$ cat src/sv/assert_macros.svh
// Assertion helpers for the RTL files; ffws_ctrl includes them.
`ifndef ASSERT_MACROS_SVH
`define ASSERT_MACROS_SVH

// Clocked check, masked while reset is high.
`define ASSERT_CLK(lbl, prop, msg) \
  lbl: assert property (@(posedge clk) disable iff (rst) (prop)) else $error(msg);

// Clocked check that also holds across reset.
`define ASSERT_RST(lbl, prop, msg) \
  lbl: assert property (@(posedge clk) (prop)) else $error(msg);

`endif

$ cat src/sv/ffws_pkg.sv
// ----------------------------------------------------------------------------
// ffws_pkg
// Types, widths, constants and tables of the formation follower wheel-speed
// block.
// ----------------------------------------------------------------------------
`default_nettype none

package ffws_pkg;

  localparam int NUM_SENSORS  = 8;
  localparam int CORDIC_STEPS = 14;
  localparam int ATAN_ENTRIES = 20;
  localparam int CORDIC_RUN   = (CORDIC_STEPS < ATAN_ENTRIES) ? CORDIC_STEPS : ATAN_ENTRIES;
  localparam int STEP_W       = $clog2(ATAN_ENTRIES);

  localparam int IR_PORTS  = 8;
  localparam int IR_W      = 12;
  localparam int RANGE_W   = 16;
  localparam int ANGIN_W   = 15;
  localparam int HELD_W    = 16;
  localparam int GAIN_W    = 12;
  localparam int SPEED_W   = 16;
  localparam int CFG_IDX_W = 3;
  localparam int CFG_DAT_W = 16;

  localparam int ANG_W  = 18;  // angle before wrapping
  localparam int Z_W    = 28;  // CORDIC angle accumulator, Q24
  localparam int XY_W   = 27;  // CORDIC vector, Q24
  localparam int Q_W    = 30;  // goal point x/y, Q24
  localparam int MA_W   = 35;  // multiplier operand a, also u and w
  localparam int MB_W   = 27;  // multiplier operand b
  localparam int PROD_W = MA_W + MB_W;
  localparam int SUM_W  = PROD_W + 1;
  localparam int Q40_W  = SUM_W - 40;
  localparam int SP_W   = Q40_W + 1;
  localparam int BR_W   = 20;  // Braitenberg sum
  localparam int BQ_W   = 12;  // Braitenberg quotient
  localparam int DIV_SHIFT = 28;
  localparam int DIV_M_W   = 20;
  localparam int DIV_M     = 671089;  // ceil(2^28 / 400)

  localparam int PI_Q12      = 12868;
  localparam int HALF_PI_Q12 = 6434;
  localparam int TWO_PI_Q12  = 25736;
  localparam int CORDIC_K    = 10188014;
  localparam int SPEED_A     = 50905701;
  localparam int SPEED_B     = 1323548;

  localparam int RANGE_RST = 1638;
  localparam int FGAIN_RST = 512;
  localparam int TGAIN_RST = 2560;
  localparam int HGAIN_RST = 256;

  localparam logic [CFG_IDX_W-1:0] REG_GOAL_RANGE   = 3'd0;
  localparam logic [CFG_IDX_W-1:0] REG_GOAL_BEARING = 3'd1;
  localparam logic [CFG_IDX_W-1:0] REG_FWD_GAIN     = 3'd2;
  localparam logic [CFG_IDX_W-1:0] REG_TURN_GAIN    = 3'd3;
  localparam logic [CFG_IDX_W-1:0] REG_HEAD_GAIN    = 3'd4;

  typedef logic [IR_PORTS-1:0][IR_W-1:0] ir_array_t;

  typedef enum logic [3:0] {
    OP_XC1, OP_XC2, OP_YS1, OP_YS2, OP_UF, OP_WT, OP_WH, OP_AU, OP_BW
  } op_t;

  typedef struct packed {
    logic              load;
    logic              div;
    logic              cinit;
    logic              cstep;
    logic              cstore;
    logic              csel;
    logic [STEP_W-1:0] step;
    logic              mul;
    logic              acc;
    op_t               op;
    logic              fin;
    logic              out_load;
  } cmd_t;

  typedef struct packed {
    logic out_free;
  } status_t;

  function automatic logic signed [5:0] weight(input logic [3:0] idx);
    logic signed [5:0] w;
    case (idx)
      4'd0:  w = -6'sd5;
      4'd1:  w = -6'sd15;
      4'd2:  w = -6'sd20;
      4'd3:  w = 6'sd6;
      4'd4:  w = 6'sd4;
      4'd5:  w = 6'sd6;
      4'd6:  w = 6'sd3;
      4'd7:  w = 6'sd5;
      4'd8:  w = 6'sd4;
      4'd9:  w = 6'sd4;
      4'd10: w = 6'sd6;
      4'd11: w = -6'sd18;
      4'd12: w = -6'sd15;
      4'd13: w = -6'sd5;
      4'd14: w = 6'sd5;
      4'd15: w = 6'sd3;
      default: w = 6'sd0;
    endcase
    return w;
  endfunction

  function automatic logic [23:0] atan_q24(input logic [STEP_W-1:0] k);
    logic [23:0] a;
    case (k)
      5'd0:  a = 24'd13176795;
      5'd1:  a = 24'd7778716;
      5'd2:  a = 24'd4110060;
      5'd3:  a = 24'd2086331;
      5'd4:  a = 24'd1047214;
      5'd5:  a = 24'd524117;
      5'd6:  a = 24'd262123;
      5'd7:  a = 24'd131069;
      5'd8:  a = 24'd65536;
      5'd9:  a = 24'd32768;
      5'd10: a = 24'd16384;
      5'd11: a = 24'd8192;
      5'd12: a = 24'd4096;
      5'd13: a = 24'd2048;
      5'd14: a = 24'd1024;
      5'd15: a = 24'd512;
      5'd16: a = 24'd256;
      5'd17: a = 24'd128;
      5'd18: a = 24'd64;
      5'd19: a = 24'd32;
      default: a = 24'd0;
    endcase
    return a;
  endfunction

endpackage

`default_nettype wire

$ cat src/sv/ffws_ctrl.sv
// ----------------------------------------------------------------------------
// ffws_ctrl
// Sequencer: input transfer, divide, CORDIC passes, multiply schedule, output load.
// ----------------------------------------------------------------------------
`default_nettype none
`include "assert_macros.svh"

module ffws_ctrl (
  input  wire                clk,
  input  wire                rst,
  input  wire                in_valid,
  output logic               in_ready,
  input  ffws_pkg::status_t  status,
  output ffws_pkg::cmd_t     cmd
);

  typedef enum logic [3:0] {
    S_IDLE, S_DIV, S_CINIT, S_CRUN, S_CSTORE, S_MUL, S_ACC, S_FIN, S_OUT
  } state_t;

  state_t                      state;
  logic                        sel;
  logic [ffws_pkg::STEP_W-1:0] step;
  ffws_pkg::op_t               op;

  assign in_ready = (state == S_IDLE);

  always_comb begin
    cmd          = '0;
    cmd.csel     = sel;
    cmd.step     = step;
    cmd.op       = op;
    cmd.load     = (state == S_IDLE) && in_valid;
    cmd.div      = (state == S_DIV);
    cmd.cinit    = (state == S_CINIT);
    cmd.cstep    = (state == S_CRUN);
    cmd.cstore   = (state == S_CSTORE);
    cmd.mul      = (state == S_MUL);
    cmd.acc      = (state == S_ACC);
    cmd.fin      = (state == S_FIN);
    cmd.out_load = (state == S_OUT) && status.out_free;
  end

  always_ff @(posedge clk) begin
    if (rst) begin
      state <= S_IDLE;
      sel   <= 1'b0;
      step  <= '0;
      op    <= ffws_pkg::OP_XC1;
    end else begin
      case (state)
        S_IDLE: begin
          if (in_valid) state <= S_DIV;
        end
        S_DIV: begin
          sel   <= 1'b0;
          state <= S_CINIT;
        end
        S_CINIT: begin
          step  <= '0;
          state <= S_CRUN;
        end
        S_CRUN: begin
          if (step == ffws_pkg::STEP_W'(ffws_pkg::CORDIC_RUN - 1)) begin
            state <= S_CSTORE;
          end else begin
            step <= step + 1'b1;
          end
        end
        S_CSTORE: begin
          if (!sel) begin
            sel   <= 1'b1;
            state <= S_CINIT;
          end else begin
            op    <= ffws_pkg::OP_XC1;
            state <= S_MUL;
          end
        end
        S_MUL: begin
          state <= S_ACC;
        end
        S_ACC: begin
          if (op == ffws_pkg::OP_BW) begin
            state <= S_FIN;
          end else begin
            op    <= ffws_pkg::op_t'(4'(op) + 4'd1);
            state <= S_MUL;
          end
        end
        S_FIN: begin
          state <= S_OUT;
        end
        S_OUT: begin
          if (status.out_free) state <= S_IDLE;
        end
        default: state <= S_IDLE;
      endcase
    end
  end

  `ASSERT_CLK(a_one_cmd, $onehot0({cmd.load, cmd.div, cmd.cinit, cmd.cstep, cmd.cstore, cmd.mul, cmd.acc, cmd.fin, cmd.out_load}), "more than one datapath command")
  `ASSERT_CLK(a_load_div, cmd.load |=> cmd.div, "transfer not followed by divide")
  `ASSERT_CLK(a_mul_acc, cmd.mul |=> (cmd.acc && $stable(op)), "product not accumulated")
  `ASSERT_RST(a_rst_ready, rst |=> in_ready, "not ready after reset")

endmodule

`default_nettype wire

$ cat config.mk
export PLATFORM = sky130hd
export DESIGN_NAME = ffws_ctrl
export DESIGN_NICKNAME = d
export VERILOG_FILES = /design/src/sv/ffws_pkg.sv /design/src/sv/ffws_ctrl.sv
export VERILOG_INCLUDE_DIRS = /design/src /design/src/sv
export SDC_FILE = /design/constraint.sdc
export NUM_CORES = 1
export LEC_CHECK = 0
export BUFFER_PORTS_ARGS = -buffer_cell sky130_fd_sc_hd__buf_2
export CORE_MARGIN = 2
export CORE_UTILIZATION = 55
export CTS_CLUSTER_DIAMETER = 40
export CTS_CLUSTER_SIZE = 28
export DETAILED_ROUTE_END_ITERATION = 6
export PLACE_DENSITY = 0.83
export SLEW_MARGIN = 30
export SYNTH_ARGS = -nofsm -noshare
export SYNTH_HDL_FRONTEND = slang
export SYNTH_SLANG_ARGS = --single-unit
$ cat constraint.sdc
create_clock -name clk -period 3.3 [get_ports clk]
set_input_delay 0.165 -clock clk [delete_from_list [all_inputs] [get_ports clk]]
set_output_delay 0.165 -clock clk [all_outputs]
set_load 0.02 [all_outputs]
==> out/results.tsv <==
metric	value	unit
status	finished, final reports clean	
Clock Latency Late Sink	0.28	ns
CP max-delay cell	or4_1	
Area contributors post-synth	dfxtp_1 31%, ha_1 5.5%, a21oi_1 3.9%, nand3_1 3.3%, inv_1 3.3%	
Main synth FF type	dfxtp_1	
Max VDD drop	0.341	mV
Die ar.	0.00199	sq mm
pin count of the biggest net entering global routing	16	
count of input and output buffers	23	
Crit Path Category	register to register	
# setup viols final	0	
syn avg cell area	8.30	sq um
H-tree levels	1	
Worst setup SP type	register	
CTS tree	built	
Synth area leader	dfxtp_1	
initial antenna violation count	0	
TNS Setup	0	ns
post-CTS sizing	0	
Tmin final	1.97	ns
Final Max Tran Viols	0	
max cap viols	0	
# IOs	24	
Final nets	135	
initial DRC count	18	
Worst setup EP type	register	
min-delay worst type	input pin to register	
EDFF count, synth	0	
GPL Wtd Cong	0.781	
Seq/Total Area, Yosys	31.0	%
Antenna Nets Post-Route	0	
maximum buffer depth of the clock tree	2	
worst-path cell chain	nand4bb_1, or4_1, a21oi_1	
via count	860	
CP Max Fanout	15	
grt total ovfl	0	
RSZ-0062 raised after global routing	no	
Vias/cell	6.06	
Post-synth top cells	14 x dfxtp_1, 8 x inv_1, 8 x nor2_1	
PnR worst setup slack	1.33	ns
Synth Instances	109	
Inserted Diodes	0	
Tcrit/Tclk final	59.8	%
worst hold slack	0.152	ns
number of synthesized register bits	14	
clk_skew	0.00637	ns
vias in the first global route	688	
Post-CTS Setup Bufs	0	
final wirelength	2.01	mm
worst slew pin tran	0.503	ns
async set-reset flop share out of synthesis	0	%
r2r startpoint	state[1]	
GRT Resource Usage Total	21.0	%
Synth warnings	0	
Fill cells	128	
hpwl dp	1.35	mm
DIE HEIGHT	44.6	um
FP Rows	14	
count leader, synth	dfxtp_1	
Pre-Repair DR Iteration Count	4	
mapped cell area	905	sq um
Fin. Hold Viols	0	
TritonCTS buffer count	3	
CTS root buffer	clkbuf_4	
Synth top area share	31.0	%
fmax	507	MHz
Req. time, crit path	3.51	ns
Area growth syn-to-layout	13.4	%
leakage power	0.428	nW
first-pass GRT wire length	3.06	mm
layout cells sized above 1	26.2	%
die extent in x	44.6	um
Syn Nets	117	
CTS clk-pin slew, worst paths	0.09	ns
HP Start	rst	
power per standard cell area	410	mW/mm^2
relative slew slack	66.4	%
Critical Path Source	state[1]	
Residual DRC	0	
Setup WS pre-CTS	1.43	ns
starting density of the core	59.4	%
CTS sink cnt	14	
Wirelength per Cell	14.2	um
Arr. time, crit path	2.18	ns
Core Area	0.00152	sq mm
Hold Buf Count CTS	0	
Cell variety after synth	40	
CP peak stage delay	0.63	ns
final timing paths:
check | end | slack [ns] | cells after the start
hold reg to reg | step[3] | 0.52 | 2
hold / removal | step[1] | 0.15 | 2
setup / recovery | step[4] | 1.33 | 3
setup reg to reg | step[4] | 1.33 | 3
power breakdown:
part           leakage, nW  switching [W]  internal [W]
sequential           0.113      0.0000217      0.000176
clock               0.0210      0.0000575     0.0000671
combinational        0.294      0.0000618     0.0000365
total                0.428       0.000141      0.000279
per-stage QoR:
| step | power, W | instance area (sq um) | instances | utilization [%] |
|---|---|---|---|---|
| detailed placement | 0.000297 | 990 | 138 | 64.9 |
| global placement | 0.000294 | 990 | 138 | 64.9 |
| floorplan | 0.000274 | 905 | 109 | - |
| finish | 0.000420 | 1030 | 142 | 67.3 |
| global route | 0.000442 | 1030 | 142 | 67.3 |
| CTS | 0.000420 | 1030 | 142 | 67.3 |
flip-flops by register name (all words and copies together) (netlist names):
name	cells
op	4
step	5
state	4
sel	1
per-layer routing:
layer  share of wire [%]  track usage, %  wire [um]
met2                  49            31.9        978
met5                   0               0          0
met4                0.85            10.3         17
met3                 3.9            4.08         79
met1                  46            28.2        934
worst max-delay path, delay by kind of cell, from the launching register on:
kind / cells / cell delay [ns]
simple gates: 2 / 1.11
compound gates: 1 / 0.18
flops: 1 / 0.62
layout make-up:
class | instances | area [sq um] | share of cell area [%]
Clock buffer | 4 | 36.3 | 3.54
Inverter | 8 | 30.0 | 2.93
Multi-Input combinational cell | 77 | 544 | 53.0
Sequential cell | 14 | 280 | 27.3
Tap cell | 16 | 20.0 | 1.95
Timing Repair Buffer | 23 | 115 | 11.2
cells by family (layout without fill, tap and decap cells):
family | count (synthesis) | in the layout | synth area share (%)
AOI/OAI and AO/OA | 32 | 32 | 25.7
muxes | 2 | 2 | 2.35
DFF | 14 | 14 | 31.0
and+or+nand+nor | 39 | 39 | 26.6
buffers and inverters | 18 | 35 | 8.85
adders and majority gates | 4 | 4 | 5.53
layout by cell type, fill, tap and decap left out, types with 3 or more instances in the layout:
master,count
o21ai_0,5
ha_1,4
dfxtp_1,14
nor3_1,3
nand2_1,4
nand3_1,6
buf_2,23
clkbuf_4,3
o31ai_1,4
inv_1,8
a21oi_1,7
or3_1,3
nor2_1,8
(Power assumes the default switching activity.)
